$ cat src/sv/rotated_tile_blit_defines.svh
// Assertion macros shared by the rotated tile blitter modules.
// Each module that uses them has clk_i and rst_ni in scope.
`ifndef ROTATED_TILE_BLIT_DEFINES_SVH
`define ROTATED_TILE_BLIT_DEFINES_SVH

// Plain property, checked every clock outside reset.
`define RTB_ASSERT(lbl, prop, msg) \
  lbl: assert property (@(posedge clk_i) disable iff (!rst_ni) (prop)) else $error(msg);

// Condition in this cycle implies a consequence in the next one.
`define RTB_ASSERT_NEXT(lbl, pre, post, msg) \
  lbl: assert property (@(posedge clk_i) disable iff (!rst_ni) (pre) |=> (post)) \
    else $error(msg);

`endif

$ cat src/sv/rtb_pkg.sv
// Package for the rotated tile blitter: sizes, register map, codes and the
// command word passed from the front end to the back end. No dependencies.
package rtb_pkg;

  // Tile store and panel geometry
  localparam int TILE_WIDTH   = 64;
  localparam int TILE_HEIGHT  = 64;
  localparam int PANEL_WIDTH  = 480;
  localparam int PANEL_HEIGHT = 480;
  localparam int TILE_DEPTH   = TILE_WIDTH * TILE_HEIGHT;
  localparam int TILE_AW      = (TILE_DEPTH > 1) ? $clog2(TILE_DEPTH) : 1;

  // Field and register widths
  localparam int PIX_W      = 16;
  localparam int COORD_W    = 12;
  localparam int DIM_W      = 7;
  localparam int OFFS_W     = 10;
  localparam int STRIDE_W   = 11;
  localparam int START_W    = 11;
  localparam int LCOL_W     = 10;
  localparam int LROW_W     = 11;
  localparam int ORG_W      = 14;
  localparam int CFG_IDX_W  = 3;
  localparam int CFG_DATA_W = 11;

  localparam int DIM_MAX    = (1 << DIM_W) - 1;
  localparam int TILE_W_LIM = (TILE_WIDTH > DIM_MAX) ? DIM_MAX : TILE_WIDTH;
  localparam int TILE_H_LIM = (TILE_HEIGHT > DIM_MAX) ? DIM_MAX : TILE_HEIGHT;
  localparam int STRIDE_MAX = 1024;

  // Command queue between front and back
  localparam int QUEUE_DEPTH = 4;
  localparam int QPTR_W      = $clog2(QUEUE_DEPTH);
  localparam int QCNT_W      = $clog2(QUEUE_DEPTH + 1);

  localparam logic OP_LOAD = 1'b0;
  localparam logic OP_EMIT = 1'b1;

  typedef enum logic [1:0] {
    ROT_0   = 2'd0,
    ROT_90  = 2'd1,
    ROT_180 = 2'd2,
    ROT_270 = 2'd3
  } rot_e;

  typedef enum logic [CFG_IDX_W-1:0] {
    REG_ROTATION     = 3'd0,
    REG_RECT_WIDTH   = 3'd1,
    REG_RECT_HEIGHT  = 3'd2,
    REG_SRC_X_OFFSET = 3'd3,
    REG_SRC_Y_OFFSET = 3'd4,
    REG_ROW_PITCH    = 3'd5,
    REG_START_X      = 3'd6,
    REG_START_Y      = 3'd7
  } reg_idx_e;

  typedef struct packed {
    rot_e                       rotation;
    logic [DIM_W-1:0]           rect_width;
    logic [DIM_W-1:0]           rect_height;
    logic [OFFS_W-1:0]          src_x_offset;
    logic [OFFS_W-1:0]          src_y_offset;
    logic [STRIDE_W-1:0]        row_pitch;
    logic signed [START_W-1:0]  start_x;
    logic signed [START_W-1:0]  start_y;
  } cfg_t;

  // One tile store access: a write for a load, a read plus metadata for an emit
  typedef struct packed {
    logic                       is_read;
    logic [TILE_AW-1:0]         addr;
    logic [PIX_W-1:0]           pixel;
    logic signed [COORD_W-1:0]  dest_x;
    logic signed [COORD_W-1:0]  dest_y;
    logic                       last;
  } cmd_t;

endpackage

$ cat src/sv/rtb_queue.sv
// Short command queue between the blitter front end and back end.
// Depends on rtb_pkg.
module rtb_queue import rtb_pkg::*; (
  input  logic clk_i,
  input  logic rst_ni,
  input  logic push_i,
  input  cmd_t cmd_i,
  output logic full_o,
  input  logic pop_i,
  output logic valid_o,
  output cmd_t cmd_o
);

  cmd_t              mem_q [QUEUE_DEPTH];
  logic [QPTR_W-1:0] wr_ptr_q, wr_ptr_d;
  logic [QPTR_W-1:0] rd_ptr_q, rd_ptr_d;
  logic [QCNT_W-1:0] cnt_q, cnt_d;

  always_comb begin
    wr_ptr_d = wr_ptr_q;
    rd_ptr_d = rd_ptr_q;
    cnt_d    = cnt_q;
    if (push_i) begin
      wr_ptr_d = (wr_ptr_q == QPTR_W'(QUEUE_DEPTH - 1)) ? '0 : wr_ptr_q + 1'b1;
    end
    if (pop_i) begin
      rd_ptr_d = (rd_ptr_q == QPTR_W'(QUEUE_DEPTH - 1)) ? '0 : rd_ptr_q + 1'b1;
    end
    if (push_i && !pop_i) begin
      cnt_d = cnt_q + 1'b1;
    end else if (pop_i && !push_i) begin
      cnt_d = cnt_q - 1'b1;
    end
  end

  always_ff @(posedge clk_i or negedge rst_ni) begin
    if (!rst_ni) begin
      wr_ptr_q <= '0;
      rd_ptr_q <= '0;
      cnt_q    <= '0;
    end else begin
      wr_ptr_q <= wr_ptr_d;
      rd_ptr_q <= rd_ptr_d;
      cnt_q    <= cnt_d;
    end
  end

  always_ff @(posedge clk_i) begin
    if (push_i) begin
      mem_q[wr_ptr_q] <= cmd_i;
    end
  end

  assign full_o  = (cnt_q == QCNT_W'(QUEUE_DEPTH));
  assign valid_o = (cnt_q != '0);
  assign cmd_o   = mem_q[rd_ptr_q];

endmodule

$ cat config.mk
export PLATFORM = sky130hd
export DESIGN_NAME = rtb_queue
export DESIGN_NICKNAME = d
export VERILOG_FILES = /design/src/sv/rotated_tile_blit_defines.svh /design/src/sv/rtb_pkg.sv /design/src/sv/rtb_queue.sv
export SDC_FILE = /design/constraint.sdc
export NUM_CORES = 1
export LEC_CHECK = 0
export BUFFER_PORTS_ARGS = -buffer_cell sky130_fd_sc_hd__buf_2
export CAP_MARGIN = 20
export CORE_MARGIN = 5
export CORE_UTILIZATION = 59
export CTS_BUF_LIST = sky130_fd_sc_hd__clkbuf_2
export CTS_CLUSTER_DIAMETER = 80
export DETAILED_ROUTE_END_ITERATION = 8
export PLACE_DENSITY = 0.82
export SYNTH_ARGS = -nofsm -noshare
export SYNTH_HDL_FRONTEND = slang
export SYNTH_SLANG_ARGS = --single-unit
$ cat constraint.sdc
create_clock -name clk_i -period 3.1 [get_ports clk_i]
set_clock_uncertainty 0.15 [all_clocks]
set_input_delay 0.31 -clock clk_i [delete_from_list [all_inputs] [get_ports clk_i]]
set_output_delay 0.31 -clock clk_i [all_outputs]
set_load 0.1 [all_outputs]
Yosys cells after proc, flatten, opt, wreduce, memory -nomap -nowiden. Memory sizes are Yosys's and may differ from the RTL's. Cells that the tools add are included.

Register bits: 7. RAM bits: 216. Bits of input ports: 58. Output and inout bits: 56. Word-level logic and storage cells: 23. Memories kept: 1.

Memories: mem_q (depth 4, bits a word 54, rd ports 1, clocked after memory_dff 0, wr ports 1, RTL line rtb_queue.sv:14) `cmd_t mem_q [QUEUE_DEPTH];`.

$add $sub $neg: 4. Equality and inequality tests: 3. Muxes and demuxes: 6. Reduce and logical (&&, ||, !) cells: 6.

Operators with widths (count): $mux W3 (2); $add A2 B1 Y2 const B (2); $eq A2 B2 Y1 const B (2); $mux W2 (2); $add A3 B1 Y3 const B (1); $eq A3 B3 Y1 const B (1); $reduce_bool A3 Y1 (1); $sub A3 B1 Y3 const B (1); $logic_and A1 B1 Y1 (2); $logic_not A1 Y1 (2); $mux W1 (2); $reduce_bool A2 Y1 (1).

Depth between registers and ports, before layout.
Depth in word-level cells: 4. Depth in mapped cells: 7. Gate-level depth less buffers: 7.

Least setup slack after synthesis. Ideal clock, no wire load.

Path type: reg2out. Start point: register cnt_q[0]. End point: output full_o. Arrival time: 2.647 ns. Required time: 2.640 ns. Slack: -0.007 ns. Cell stages (with the launch flop): 2. Buffers on the path: 0. Cell sequence: dfrtp_1 nor3b_1.

Longest elaborated chain between the ends: 1.

Ends and longest elaborated chain: start, declared (RTL line rtb_queue.sv:17) `logic [QCNT_W-1:0] cnt_q, cnt_d;`; start signal, assigned (RTL line rtb_queue.sv:44) `cnt_q <= cnt_d;`; $eq A3 B3 Y1 (RTL line rtb_queue.sv:54) `assign full_o = (cnt_q == QCNT_W'(QUEUE_DEPTH));`; end, declared (RTL line rtb_queue.sv:8) `output logic full_o,`.

No other way between the ends.

==> key figures <==
Detailed routing
  – Max layer used: met4
  – Via density: 5.407
  – Total routed wirelength: 15380 um
  – DRT met1 WL: 5739 um
  – Met2 wire length: 8144 um
  – WL met3: 1141 um
  – Pre-antenna DRT Iters: 4
  – Routed vias: 4131
  – Post-route ant nets: 0
  – Wirelength per Cell: 20.12 um
  – DRC: 0
  – Drt initial violations: 227

Yosys
  – Synthesized Nets: 384
  – Synth Cell Area: 8209 um^2
  – Sequential-to-total area share from yosys stat: 81.15%
  – Avg Inst Size Synth: 25.73 um^2
  – Synth area leaders: edfxtp_1, mux4_2, dfrtp_1, ha_1, buf_6
  – Synth Instances: 319
  – Yosys warning count: 0
  – Post-synth top area cell: edfxtp_1
  – Synthesis-stage register bit count: 223
  – Yosys top cell area share: 79.01%
  – Post-synth cell types: 18

Final layout
  – Net count, final: 614
  – P&R area growth vs syn: 23.67%
  – Share of cells above drive strength 1: 45.55%
  – Number of diodes: 0

Global routing
  – Global-route wire length before repair: 24010 um
  – Global-route total usage across every layer: 19.65%
  – Vias in the first global route: 4544
  – Initial antenna violation count: 0
  – Largest net degree at the start of global routing: 36
  – Grt ovf: 0

Place
  – GP Congestion: 0.7376
  – Post-DP HPWL: 8882 um
  – Buffers on Ports: 113

Critical path
  – Worst r2r path cells: 4
  – Crit Path Category: reg -> out
  – Largest stage delay, worst path: 0.61 ns
  – WP data arrival: 2.34 ns
  – Worst Path Max Fanout: 17
  – R2R Setup Slk: 1.01 ns
  – Worst-path cell chain: buf_4, mux4_2, buf_2
  – Reg2reg start: wr_ptr_q[0]
  – Critical path launch point type: register
  – Crit-path slowest cell: dfrtp_4
  – R2R Path End: mem_q[2][43]
  – Setup crit end kind: output port
  – CP Data Required Time: 2.64 ns

Clocking
  – Clock root buffer: clkbuf_2
  – Worst-Skew Late Latency: 0.74 ns
  – TritonCTS clock tree: done
  – CTS Sinks: 223
  – CTS clk-pin slew, worst paths: 0.11 ns
  – Clock buffer depth: 3
  – Total CTS buffers: 51
  – Htree depth: 2

STA
  – Setup violators final: 0
  – Slew headroom: 60.98%
  – Worst Tran Pin Value: 0.5853 ns
  – Fmax: 357.2 MHz
  – Setup_tns: 0 ns
  – Crit share post-route: 90.30%
  – Slew Viols, Final: 0
  – Tmin final: 2.799 ns
  – RSZ-0062 raised after global routing: no
  – Final hold violations: 0

Floorplanning
  – Core area: 13770 um^2
  – I/O Pins: 114
  – Core Rows: 43
  – Chip height: 128.0 um
  – Die width: 128.0 um
  – Die area: 16370 um^2
  – Initial Util: 59.60%

Flow run
  – Max-cap violations: 0

Worst hold path
  – Hold Path Depth: 2
  – Hold_sp: cmd_i[15]
  – WHS Endpoint: mem_q[2][15]
  – Class of the worst hold path: in -> reg

Run status
  – Outcome: finished clean
==> synth_stat cells (all sizes together) <==
master and instances:
and2 4, buf 12, dfrtp 7, edfxtp 216, fa 1, ha 6
inv 4, mux2 3, mux4 54, nand2 2, nor2 3, nor3b 1
o21ai 2, or3 1, xnor2 1, xor2 2
==> flip-flops by register name, indices dropped and copies added, names as in the netlist <==
signal    cells
cnt_q         3
rd_ptr_q      2
wr_ptr_q      2
mem_q       216
==> timing repair <==
| action | 4_1_cts | 5_1_grt |
|---|---|---|
| endpoints found under the setup margin | 32 | 37 |
| resized for setup | 1 | 0 |
| hold buffers | 58 | 0 |
| endpoints found under the hold margin | 235 | 0 |
| setup buffers | 1 | 8 |
==> worst max path at each step <==
stage / startpoint / endpoint
global placement: rd_ptr_q[0] / cmd_o[24]
global route: rd_ptr_q[1] / cmd_o[26]
detailed placement: rd_ptr_q[0] / cmd_o[26]
floorplan: wr_ptr_q[0] / mem_q[0][0]
CTS: rd_ptr_q[0] / cmd_o[26]
finish: rd_ptr_q[1] / cmd_o[26]
==> stage by stage <==
stage               setup slack, ns  std cells  hold WS (ns)  area [um^2]  utilization [%]
global placement             0.6437        609    -0.0005480         9064            65.81
CTS                         0.01612        756       0.06710        10080            73.22
floorplan                    0.6274        319       -0.1356         8214                -
global route                 0.1114        764       0.07719        10150            73.71
finish                       0.3008        764        0.1641        10150            73.71
detailed placement           0.6339        609       0.01551         9064            65.81
==> final cells by class <==
cell class / count / area [um^2]
Sequential cell: 223 / 6669
Fill cell: 845 / 3621
Multi-Input combinational cell: 80 / 1449
Timing Repair Buffer: 189 / 1376
Clock buffer: 70 / 350.3
Tap cell: 180 / 225.2
Clock inverter: 18 / 67.56
Inverter: 4 / 15.01
==> layer usage <==
metal  global-route usage (%)  vias up
met5                        0        -
met1                    23.85     2090
li1                         -     1844
met2                    33.98      167
met3                    5.083       30
met4                    7.865        0
==> worst max-delay path, delay by kind of cell (launching register included) <==
| family | cells | cell delay [ns] |
|---|---|---|
| muxes | 1 | 0.26 |
| buffers and inverters | 2 | 0.76 |
| DFF | 1 | 0.61 |
==> cells by family (layout without fill, tap and decap cells) <==
kind of cell	after synthesis	in the layout	share of synthesized area (%)
multiplexers	57	57	15.23
AO/OA/AOI/OAI	2	2	0.1219
buffers and inverters	16	281	1.326
AND/OR/NAND/NOR	11	11	0.7012
flip-flops	223	223	81.15
XOR/XNOR	3	3	0.3201
adder cells (fa/ha/maj)	7	7	1.158
==> placed cells by master, fill, tap and decap left out <==
cell type,count
xor2_1,2
buf_8,1
or3_1,1
dlygate4sd3_1,58
buf_4,10
buf_12,7
edfxtp_1,216
clkinv_1,17
o21ai_0,2
fa_1,1
dfrtp_1,5
nand2_1,2
dfrtp_4,2
inv_2,1
mux4_2,54
xnor2_1,1
buf_2,113
ha_1,6
inv_1,4
nor3b_2,1
clkbuf_2,70
mux2_2,3
nor2_1,3
and2_2,4
Power is not shown: default switching activity piles up to over one toggle a cycle in this logic, so the estimate is an artifact.
