==> src/sv/rotated_tile_blit_defines.svh <==
// Assertion macros shared by the rotated tile blitter modules.
// Each module that uses them has clk_i and rst_ni in scope.
`ifndef ROTATED_TILE_BLIT_DEFINES_SVH
`define ROTATED_TILE_BLIT_DEFINES_SVH

// Plain property, checked every clock outside reset.
`define RTB_ASSERT(lbl, prop, msg) \
  lbl: assert property (@(posedge clk_i) disable iff (!rst_ni) (prop)) else $error(msg);

// Condition in this cycle implies a consequence in the next one.
`define RTB_ASSERT_NEXT(lbl, pre, post, msg) \
  lbl: assert property (@(posedge clk_i) disable iff (!rst_ni) (pre) |=> (post)) \
    else $error(msg);

`endif

==> src/sv/rtb_pkg.sv <==
// Package for the rotated tile blitter: sizes, register map, codes and the
// command word passed from the front end to the back end. No dependencies.
package rtb_pkg;

  // Tile store and panel geometry
  localparam int TILE_WIDTH   = 64;
  localparam int TILE_HEIGHT  = 64;
  localparam int PANEL_WIDTH  = 480;
  localparam int PANEL_HEIGHT = 480;
  localparam int TILE_DEPTH   = TILE_WIDTH * TILE_HEIGHT;
  localparam int TILE_AW      = (TILE_DEPTH > 1) ? $clog2(TILE_DEPTH) : 1;

  // Field and register widths
  localparam int PIX_W      = 16;
  localparam int COORD_W    = 12;
  localparam int DIM_W      = 7;
  localparam int OFFS_W     = 10;
  localparam int STRIDE_W   = 11;
  localparam int START_W    = 11;
  localparam int LCOL_W     = 10;
  localparam int LROW_W     = 11;
  localparam int ORG_W      = 14;
  localparam int CFG_IDX_W  = 3;
  localparam int CFG_DATA_W = 11;

  localparam int DIM_MAX    = (1 << DIM_W) - 1;
  localparam int TILE_W_LIM = (TILE_WIDTH > DIM_MAX) ? DIM_MAX : TILE_WIDTH;
  localparam int TILE_H_LIM = (TILE_HEIGHT > DIM_MAX) ? DIM_MAX : TILE_HEIGHT;
  localparam int STRIDE_MAX = 1024;

  // Command queue between front and back
  localparam int QUEUE_DEPTH = 4;
  localparam int QPTR_W      = $clog2(QUEUE_DEPTH);
  localparam int QCNT_W      = $clog2(QUEUE_DEPTH + 1);

  localparam logic OP_LOAD = 1'b0;
  localparam logic OP_EMIT = 1'b1;

  typedef enum logic [1:0] {
    ROT_0   = 2'd0,
    ROT_90  = 2'd1,
    ROT_180 = 2'd2,
    ROT_270 = 2'd3
  } rot_e;

  typedef enum logic [CFG_IDX_W-1:0] {
    REG_ROTATION     = 3'd0,
    REG_RECT_WIDTH   = 3'd1,
    REG_RECT_HEIGHT  = 3'd2,
    REG_SRC_X_OFFSET = 3'd3,
    REG_SRC_Y_OFFSET = 3'd4,
    REG_ROW_PITCH    = 3'd5,
    REG_START_X      = 3'd6,
    REG_START_Y      = 3'd7
  } reg_idx_e;

  typedef struct packed {
    rot_e                       rotation;
    logic [DIM_W-1:0]           rect_width;
    logic [DIM_W-1:0]           rect_height;
    logic [OFFS_W-1:0]          src_x_offset;
    logic [OFFS_W-1:0]          src_y_offset;
    logic [STRIDE_W-1:0]        row_pitch;
    logic signed [START_W-1:0]  start_x;
    logic signed [START_W-1:0]  start_y;
  } cfg_t;

  // One tile store access: a write for a load, a read plus metadata for an emit
  typedef struct packed {
    logic                       is_read;
    logic [TILE_AW-1:0]         addr;
    logic [PIX_W-1:0]           pixel;
    logic signed [COORD_W-1:0]  dest_x;
    logic signed [COORD_W-1:0]  dest_y;
    logic                       last;
  } cmd_t;

endpackage

==> src/sv/rtb_if.sv <==
// Valid/ready stream interfaces for the blitter's input and output words.
// Depends on rtb_pkg.
interface rtb_in_if import rtb_pkg::*; ();
  logic             valid;
  logic             ready;
  logic             operation;
  logic [PIX_W-1:0] pixel_in;

  modport source (output valid, output operation, output pixel_in, input ready);
  modport sink (input valid, input operation, input pixel_in, output ready);
endinterface


==> src/sv/rtb_front.sv <==
// Blitter front end: takes input words, runs the load and emit counters and
// turns each word into a tile store command. Depends on rtb_pkg, rtb_if.
module rtb_front import rtb_pkg::*; (
  input  logic     clk_i,
  input  logic     rst_ni,
  input  cfg_t     cfg_i,
  rtb_in_if.sink   in_i,
  input  logic     q_full_i,
  output logic     push_o,
  output cmd_t     cmd_o
);

  `include "rotated_tile_blit_defines.svh"

  localparam logic [LROW_W-1:0] LROW_MAX = '1;
  localparam logic signed [ORG_W-1:0] PW = ORG_W'(PANEL_WIDTH);
  localparam logic signed [ORG_W-1:0] PH = ORG_W'(PANEL_HEIGHT);
  localparam logic signed [ORG_W-1:0] C_HI = ORG_W'((1 << (COORD_W - 1)) - 1);
  localparam logic signed [ORG_W-1:0] C_LO = ~C_HI;

  logic [LCOL_W-1:0] load_col_q, load_col_d;
  logic [LROW_W-1:0] load_row_q, load_row_d;
  logic [DIM_W-1:0]  emit_c_q, emit_c_d;
  logic [DIM_W-1:0]  emit_r_q, emit_r_d;

  logic                accept, is_emit, load_acc, emit_acc, fin_acc;
  logic [DIM_W-1:0]    w, h, out_w, out_h, c, r, c_nx, src_x, src_y, rw, cw;
  logic [STRIDE_W-1:0] stride, col, col_nx;
  logic [LROW_W-1:0]   row_lim;
  logic                in_win, wrap, quarter, fin;
  logic [TILE_AW-1:0]  wr_addr, rd_addr;
  logic signed [ORG_W-1:0] sx, sy, ws, hs, ox, oy, dx, dy;

  function automatic logic signed [COORD_W-1:0] sat_coord(
    input logic signed [ORG_W-1:0] v
  );
    if (v > C_HI) begin
      return COORD_W'(C_HI);
    end else if (v < C_LO) begin
      return COORD_W'(C_LO);
    end else begin
      return COORD_W'(v);
    end
  endfunction

  // Clamped window and stride
  always_comb begin
    if (cfg_i.rect_width == '0) begin
      w = DIM_W'(1);
    end else if (cfg_i.rect_width > DIM_W'(TILE_W_LIM)) begin
      w = DIM_W'(TILE_W_LIM);
    end else begin
      w = cfg_i.rect_width;
    end
    if (cfg_i.rect_height == '0) begin
      h = DIM_W'(1);
    end else if (cfg_i.rect_height > DIM_W'(TILE_H_LIM)) begin
      h = DIM_W'(TILE_H_LIM);
    end else begin
      h = cfg_i.rect_height;
    end
    if (cfg_i.row_pitch == '0) begin
      stride = STRIDE_W'(1);
    end else if (cfg_i.row_pitch > STRIDE_W'(STRIDE_MAX)) begin
      stride = STRIDE_W'(STRIDE_MAX);
    end else begin
      stride = cfg_i.row_pitch;
    end
  end

  // Load path: window test and store address
  always_comb begin
    col     = (STRIDE_W'(load_col_q) >= stride) ? '0 : STRIDE_W'(load_col_q);
    row_lim = LROW_W'(cfg_i.src_y_offset) + LROW_W'(h);
    in_win  = (load_row_q >= LROW_W'(cfg_i.src_y_offset)) && (load_row_q < row_lim) &&
              (col >= STRIDE_W'(cfg_i.src_x_offset)) &&
              (col < STRIDE_W'(cfg_i.src_x_offset) + STRIDE_W'(w));
    rw      = DIM_W'(load_row_q - LROW_W'(cfg_i.src_y_offset));
    cw      = DIM_W'(col - STRIDE_W'(cfg_i.src_x_offset));
    wr_addr = TILE_AW'(rw * TILE_WIDTH) + TILE_AW'(cw);
    col_nx  = col + 1'b1;
    wrap    = (col_nx >= stride);
  end

  // Emit path: rotated walk, source address and panel coordinates
  always_comb begin
    quarter = (cfg_i.rotation == ROT_90) || (cfg_i.rotation == ROT_270);
    out_w   = quarter ? h : w;
    out_h   = quarter ? w : h;
    c       = (emit_c_q >= out_w) ? '0 : emit_c_q;
    r       = (emit_r_q >= out_h) ? '0 : emit_r_q;
    c_nx    = c + 1'b1;
    fin     = (c == out_w - 1'b1) && (r == out_h - 1'b1);
    sx      = {{(ORG_W - START_W){cfg_i.start_x[START_W-1]}}, cfg_i.start_x};
    sy      = {{(ORG_W - START_W){cfg_i.start_y[START_W-1]}}, cfg_i.start_y};
    ws      = ORG_W'(w);
    hs      = ORG_W'(h);
    case (cfg_i.rotation)
      ROT_90: begin
        src_x = r;
        src_y = h - 1'b1 - c;
        ox    = PW - (sy + hs);
        oy    = sx;
      end
      ROT_180: begin
        src_x = w - 1'b1 - c;
        src_y = h - 1'b1 - r;
        ox    = PW - (sx + ws);
        oy    = PH - (sy + hs);
      end
      ROT_270: begin
        src_x = w - 1'b1 - r;
        src_y = c;
        ox    = sy;
        oy    = PH - (sx + ws);
      end
      default: begin
        src_x = c;
        src_y = r;
        ox    = sx;
        oy    = sy;
      end
    endcase
    rd_addr = TILE_AW'(src_y * TILE_WIDTH) + TILE_AW'(src_x);
    dx      = ox + ORG_W'(c);
    dy      = oy + ORG_W'(r);
  end

  assign in_i.ready = !q_full_i;
  assign accept     = in_i.valid && in_i.ready;
  assign is_emit    = (in_i.operation == OP_EMIT);
  assign load_acc   = accept && (in_i.operation == OP_LOAD);
  assign emit_acc   = accept && is_emit;
  assign fin_acc    = emit_acc && fin;

  assign push_o         = emit_acc || (load_acc && in_win);
  assign cmd_o.is_read  = is_emit;
  assign cmd_o.addr     = is_emit ? rd_addr : wr_addr;
  assign cmd_o.pixel    = in_i.pixel_in;
  assign cmd_o.dest_x   = sat_coord(dx);
  assign cmd_o.dest_y   = sat_coord(dy);
  assign cmd_o.last     = is_emit && fin;

  always_comb begin
    load_col_d = load_col_q;
    load_row_d = load_row_q;
    emit_c_d   = emit_c_q;
    emit_r_d   = emit_r_q;
    if (load_acc) begin
      load_col_d = wrap ? '0 : LCOL_W'(col_nx);
      if (wrap && (load_row_q != LROW_MAX)) begin
        load_row_d = load_row_q + 1'b1;
      end
    end else if (emit_acc) begin
      if (fin) begin
        emit_c_d   = '0;
        emit_r_d   = '0;
        load_col_d = '0;
        load_row_d = '0;
      end else if (c_nx >= out_w) begin
        emit_c_d = '0;
        emit_r_d = r + 1'b1;
      end else begin
        emit_c_d = c_nx;
      end
    end
  end

  always_ff @(posedge clk_i or negedge rst_ni) begin
    if (!rst_ni) begin
      load_col_q <= '0;
      load_row_q <= '0;
      emit_c_q   <= '0;
      emit_r_q   <= '0;
    end else begin
      load_col_q <= load_col_d;
      load_row_q <= load_row_d;
      emit_c_q   <= emit_c_d;
      emit_r_q   <= emit_r_d;
    end
  end

  `RTB_ASSERT_NEXT(a_fin_clear, fin_acc, load_col_q == '0 && load_row_q == '0 && emit_c_q == '0 && emit_r_q == '0, "counters not cleared after last pixel")
  `RTB_ASSERT_NEXT(a_emit_step, emit_acc && !fin, emit_c_q != '0 || emit_r_q != '0, "emit walk did not advance")
  `RTB_ASSERT_NEXT(a_row_sat, load_row_q == LROW_MAX && !fin_acc, load_row_q == LROW_MAX, "load row left saturation")

endmodule

==> src/flat_wrapper.sv <==
// flat-port wrapper written by rule: the top's interface ports become plain ports
module rtb_front_flat import rtb_pkg::*;
  (clk_i, rst_ni, cfg_i, q_full_i, push_o, cmd_o, in_i_valid, in_i_operation, in_i_pixel_in, in_i_ready);
  rtb_in_if in_i_i ();
  input  logic clk_i;
  input  logic rst_ni;
  input  cfg_t cfg_i;
  input  logic q_full_i;
  output logic push_o;
  output cmd_t cmd_o;
  input wire logic [$bits(in_i_i.valid)-1:0] in_i_valid;
  input wire logic [$bits(in_i_i.operation)-1:0] in_i_operation;
  input wire logic [$bits(in_i_i.pixel_in)-1:0] in_i_pixel_in;
  output wire logic [$bits(in_i_i.ready)-1:0] in_i_ready;
  assign in_i_i.valid = in_i_valid;
  assign in_i_i.operation = in_i_operation;
  assign in_i_i.pixel_in = in_i_pixel_in;
  assign in_i_ready = in_i_i.ready;
  rtb_front u_core (.clk_i(clk_i), .rst_ni(rst_ni), .cfg_i(cfg_i), .in_i(in_i_i), .q_full_i(q_full_i), .push_o(push_o), .cmd_o(cmd_o));
endmodule
==> config.mk <==
export PLATFORM = sky130hd
export DESIGN_NAME = rtb_front_flat
export DESIGN_NICKNAME = d
export VERILOG_FILES = /design/src/sv/rtb_pkg.sv /design/src/sv/rtb_if.sv /design/src/sv/rtb_front.sv /design/src/flat_wrapper.sv
export VERILOG_INCLUDE_DIRS = /design/src /design/src/sv
export SDC_FILE = /design/constraint.sdc
export NUM_CORES = 1
export LEC_CHECK = 0
export ABC_AREA = 0
export BUFFER_PORTS_ARGS = -buffer_cell sky130_fd_sc_hd__buf_2
export CORE_UTILIZATION = 40
export CTS_CLUSTER_DIAMETER = 60
export DETAILED_ROUTE_END_ITERATION = 12
export PLACE_DENSITY = 0.58
export SYNTH_ARGS = -nofsm -noshare
export SYNTH_HDL_FRONTEND = slang
export SYNTH_SLANG_ARGS = --single-unit
==> constraint.sdc <==
create_clock -name clk_i -period 7.8 [get_ports clk_i]
set_input_delay 0.78 -clock clk_i [delete_from_list [all_inputs] [get_ports clk_i]]
set_output_delay 0.78 -clock clk_i [all_outputs]
set_load 0.005 [all_outputs]
After elaboration in Yosys (flattened, before gate mapping)
Cells that the tools add are included.
W data, S select, Z words.
{"block": "totals", "ff_bits": 35, "inputBits": 90, "output_inout_bits": 56, "elab_cells": 108}
{"block": "op_classes", "addsub": 24, "order_cmp": 16, "eq_ne": 7, "mux": 32, "n_bitwise": 2, "n_reduce_logical": 23}
{"cell": "$mux W7", "n": 12}
{"cell": "$pmux W14 S3", "n": 2}
{"cell": "$mux W11", "n": 6}
{"cell": "$mux W12", "n": 5}
{"cell": "$mux W10", "n": 5}
{"cell": "$add A14 B7 Y14", "n": 2}
{"cell": "$gt A14 B12 Y1 const B", "n": 2}
{"cell": "$lt A14 B12 Y1 const B", "n": 2}
{"cell": "$sub A10 B14 Y14 const A", "n": 2}
{"cell": "$add A11 B8 Y12", "n": 2}
{"cell": "$add A12 B7 Y12", "n": 2}
{"cell": "$add A10 B7 Y11", "n": 2}
{"cell": "$ge A7 B7 Y1", "n": 3}
{"cell": "$pmux W7 S3", "n": 1}
{"cell": "$sub A7 B1 Y7 const B", "n": 3}
{"cell": "$sub A7 B7 Y7", "n": 3}
{"cell": "$pmux W6 S3", "n": 1}
{"cell": "$sub A6 B6 Y6", "n": 3}
{"cell": "$add A7 B1 Y7 const B", "n": 2}
{"cell": "$eq A7 B7 Y1", "n": 2}
{"cell": "$gt A7 B7 Y1 const B", "n": 2}
{"cell": "$logic_not A7 Y1", "n": 2}
{"cell": "$add A10 B1 Y11 const B", "n": 1}
{"cell": "$add A11 B1 Y11 const B", "n": 1}
{"cell": "other kinds (20)", "n": 36}

Logic depth before layout (Yosys ltp)
{"block": "depth", "word_depth": 11, "ltp_mapped": 31, "mapped_depth_nobuf": 31}

Least setup slack after synthesis
Ideal clock, no wire load.
{"block": "synth_timing", "kind": "input-to-output", "startpoint": "input cfg_i[63] (netlist name)", "endpoint": "output cmd_o[49] (netlist name)", "t_arrival_ns": 6.371, "required_time_ns": 7.020, "path_slack_ns": 0.649, "stages": 28, "n_path_buf": 1, "path_cell_list": "or4_1 o21bai_1 and2_1 inv_1 o21ai_0 ha_1 nand2b_1 a21o_1 a21oi_1 o21a_1 clkbuf_1 nand2_1 inv_1 mux2i_1 fa_1 a21o_1 a21oi_1 o21bai_1 a21oi_1 xnor2_1 xor2_1 nor2_1 a2111oi_0 a21oi_1 ha_1 ha_1 xor2_1 a21oi_1"}
{"element": "start, declared", "line": "flat_wrapper.sv:7", "text": "input cfg_t cfg_i;"}
{"element": "end, declared", "line": "flat_wrapper.sv:10", "text": "output cmd_t cmd_o;"}

==> impl_metrics.tcl <==
set metrics [dict create \
    die_h_um 161 \
    utilization_pct 45.7 \
    peakVddDrop_mv 0.116 \
    leakage_nw 5.39 \
    drive_gt1_share_pct 13.7 \
    hold_path.class "flip-flop to flip-flop" \
    diodes 0 \
    grt_max_degree 41 \
    wl_per_cell_um 19.6 \
    nets 1689 \
    synth_common_cells "ha_1 (151), nand2_1 (109), inv_1 (107)" \
    hold_viol_final 0 \
    ios 146 \
    cp_max_fo 4 \
    power_density_nw_per_um2 188 \
    drv_slew 0 \
    crit_path_start_kind "primary input" \
    cts.repair.resized 0 \
    period_needed_ns 7.44 \
    async_flop_share_pct 100 \
    cp_slowest_cell "or4_1" \
    yosysWarnings 0 \
    cts_tree "built" \
    vias 10588 \
    die_x_um 161 \
    grt_pass1_vias 10027 \
    grtUsageTotal_pct 25.9 \
    fin_tns_setup_ns 0 \
    antenna_found_initial 0 \
    std_cell_rows 57 \
    synth_area_leaders "ha_1 (19%), dfrtp_1 (8.6%), xnor2_1 (6.8%), a21oi_1 (4.5%), nand2_1 (4.0%)" \
    drc_errors 0 \
    place_area_um2 11000 \
    via_per_inst 6.00 \
    gp_congestion 0.958 \
    dp_hpwl_um 28800 \
    first_iter_violations 885 \
    fmax_mhz 134 \
    wl_um 34600 \
    synth-seq-cells 35 \
    required_ns 7.02 \
    whs_ns 0.559 \
    crit_type "primary input to output pin" \
    clk_path_buf_depth 2 \
    portBuffers 113 \
    clk_pin_slew_ns 0.06 \
    syn-mean-instance-area_um2 7.50 \
    outcome "finished, final reports clean" \
    grt_overflow 0 \
    stdcell_count 1765 \
    initial_core_util_pct 41.2 \
    grt_pass1_wl_um 53500 \
    dr.pass1.iters 7 \
    worstPathArrival_ns 6.66 \
    synth-edff-count 0 \
    fin_crit_sh_pct 95.4 \
    ys_seq_area_share_pct 8.64 \
    finClkSkew_ns 0.00878 \
    syn2layout_area_growth_pct 10.9 \
    core_area_um2 24600 \
    worstSkewPairLatency_ns 0.29 \
    yosysTopAreaCellShare_pct 18.6 \
    ant_nets 0 \
    cts_sinks 35 \
    synth.net_count 1601 \
    clockRootBuffer "clkbuf_16" \
    max-cap-violations 0 \
    tightest_slew_ns 0.949 \
    synth_cells 1352 \
    slew_headroom_pct 36.7 \
    cp_slowest_stage_delay_ns 0.59 \
    fill_cells 2534 \
    fin_area_um2 11200 \
    synthFlopType "dfrtp_1" \
    ys_types 95 \
    ctsHtreeMaxLevel 2 \
    dieArea_um2 26000 \
    holdBufCountCts 0 \
    dpl.cell_count 1757 \
    syn-cell-area_um2 10100 \
    setup_violations 0 \
    synth_area_leader_cell "ha_1" \
    cts_setup_buffers 0 \
    crit_path_end_kind "output pin" \
    yosysMostFrequentCell "ha_1" \
    cts_buffers 5 \
]
## state kept, by name, summed over array words and instances (netlist names)
| signal | count |
|---|---|
| u_core.emit_r_q | 7 |
| u_core.emit_c_q | 7 |
| u_core.load_row_q | 11 |
| u_core.load_col_q | 10 |
## critical path: cells and delay by family
kind,cells,cell delay (ns)
xor gates and xnor gates,3,0.52
buffers and inverters,4,0.37
muxes,1,0.15
and+or+nand+nor,6,1.16
adders and majority gates,5,1.28
AOI/OAI and AO/OA,13,2.38
## layer usage
metal  GRT usage [%]  part of all wire (%)
met3            1.62                   4.7
met4            9.56                   3.3
met5               0                     0
met2            46.2                    49
met1            32.7                    43
## layout make-up
class	count	area [um^2]	share of cell area (%)
multi-input cells	1137	8530	75.8
flip-flops and latches	35	876	7.79
repair buffers	151	851	7.57
inverters	110	413	3.67
well taps	324	405	3.61
clock buffers	5	125	1.11
clock inverters	3	47.5	0.423
## final timing paths
check                                     start                   end  slack (ns)  cells after the start
max in group asynchronous                rst_ni    u_core.emit_r_q[5]        6.65                      1
min                        u_core.load_col_q[6]  u_core.load_col_q[6]        0.56                      1
min in group asynchronous                rst_ni    u_core.emit_c_q[3]        0.60                      1
max reg2reg                u_core.load_col_q[1]  u_core.load_row_q[9]        2.67                     22
max                                   cfg_i[63]             cmd_o[49]        0.36                     32
min reg2reg                u_core.load_col_q[6]  u_core.load_col_q[6]        0.56                      1
## kinds of logic (layout without fill, tap and decap cells)
kind of cell,Yosys count,count (layout),share of synthesized area (%)
buffers and inverters,180,269,7.51
muxes,33,33,3.39
xor gates and xnor gates,121,121,10.6
AOI/OAI and AO/OA,420,420,28.7
adders and majority gates,160,160,20.3
DFF,35,35,8.64
and+or+nand+nor,403,403,20.9
## metrics by stage
step	power, mW	worst slack, ns
floorplan	1.36	0.649
global placement	1.84	0.448
detailed placement	1.85	0.363
CTS	2.10	0.323
global route	2.30	-0.0380
finish	2.12	0.356
## cell usage in the layout, fill, tap and decap left out, types with 6 or more instances in the layout
| cell | instances |
|---|---|
| ha_1 | 151 |
| buf_2 | 113 |
| nand2_1 | 109 |
| inv_1 | 107 |
| a21oi_1 | 88 |
| o21ai_0 | 80 |
| xnor2_1 | 78 |
| nor2_1 | 75 |
| a21o_1 | 46 |
| xor2_1 | 41 |
| buf_4 | 38 |
| dfrtp_1 | 35 |
| nand3_1 | 31 |
| nand2b_1 | 27 |
| nor3_1 | 27 |
| nor2b_1 | 26 |
| mux2i_1 | 25 |
| a221oi_1 | 19 |
| and3_1 | 18 |
| and2_1 | 17 |
| o211ai_1 | 15 |
| o31ai_1 | 14 |
| a22o_1 | 14 |
| a211oi_1 | 13 |
| a2bb2oi_1 | 12 |
| nor4_1 | 11 |
| nand4_1 | 10 |
| o21bai_1 | 10 |
| o21a_1 | 9 |
| a221o_1 | 9 |
| fa_1 | 8 |
| a31oi_1 | 7 |
| mux2_2 | 7 |
| o31a_1 | 7 |
| a22oi_1 | 6 |
| or2_2 | 6 |
| or3_1 | 6 |
## power by group
part           internal [mW]  switching, mW  total, mW  leakage [nW]
combinational          0.700          0.901       1.60          4.85
clock                  0.152         0.0853      0.238        0.0844
sequential             0.217         0.0596      0.276         0.460
(Power assumes the default switching activity.)
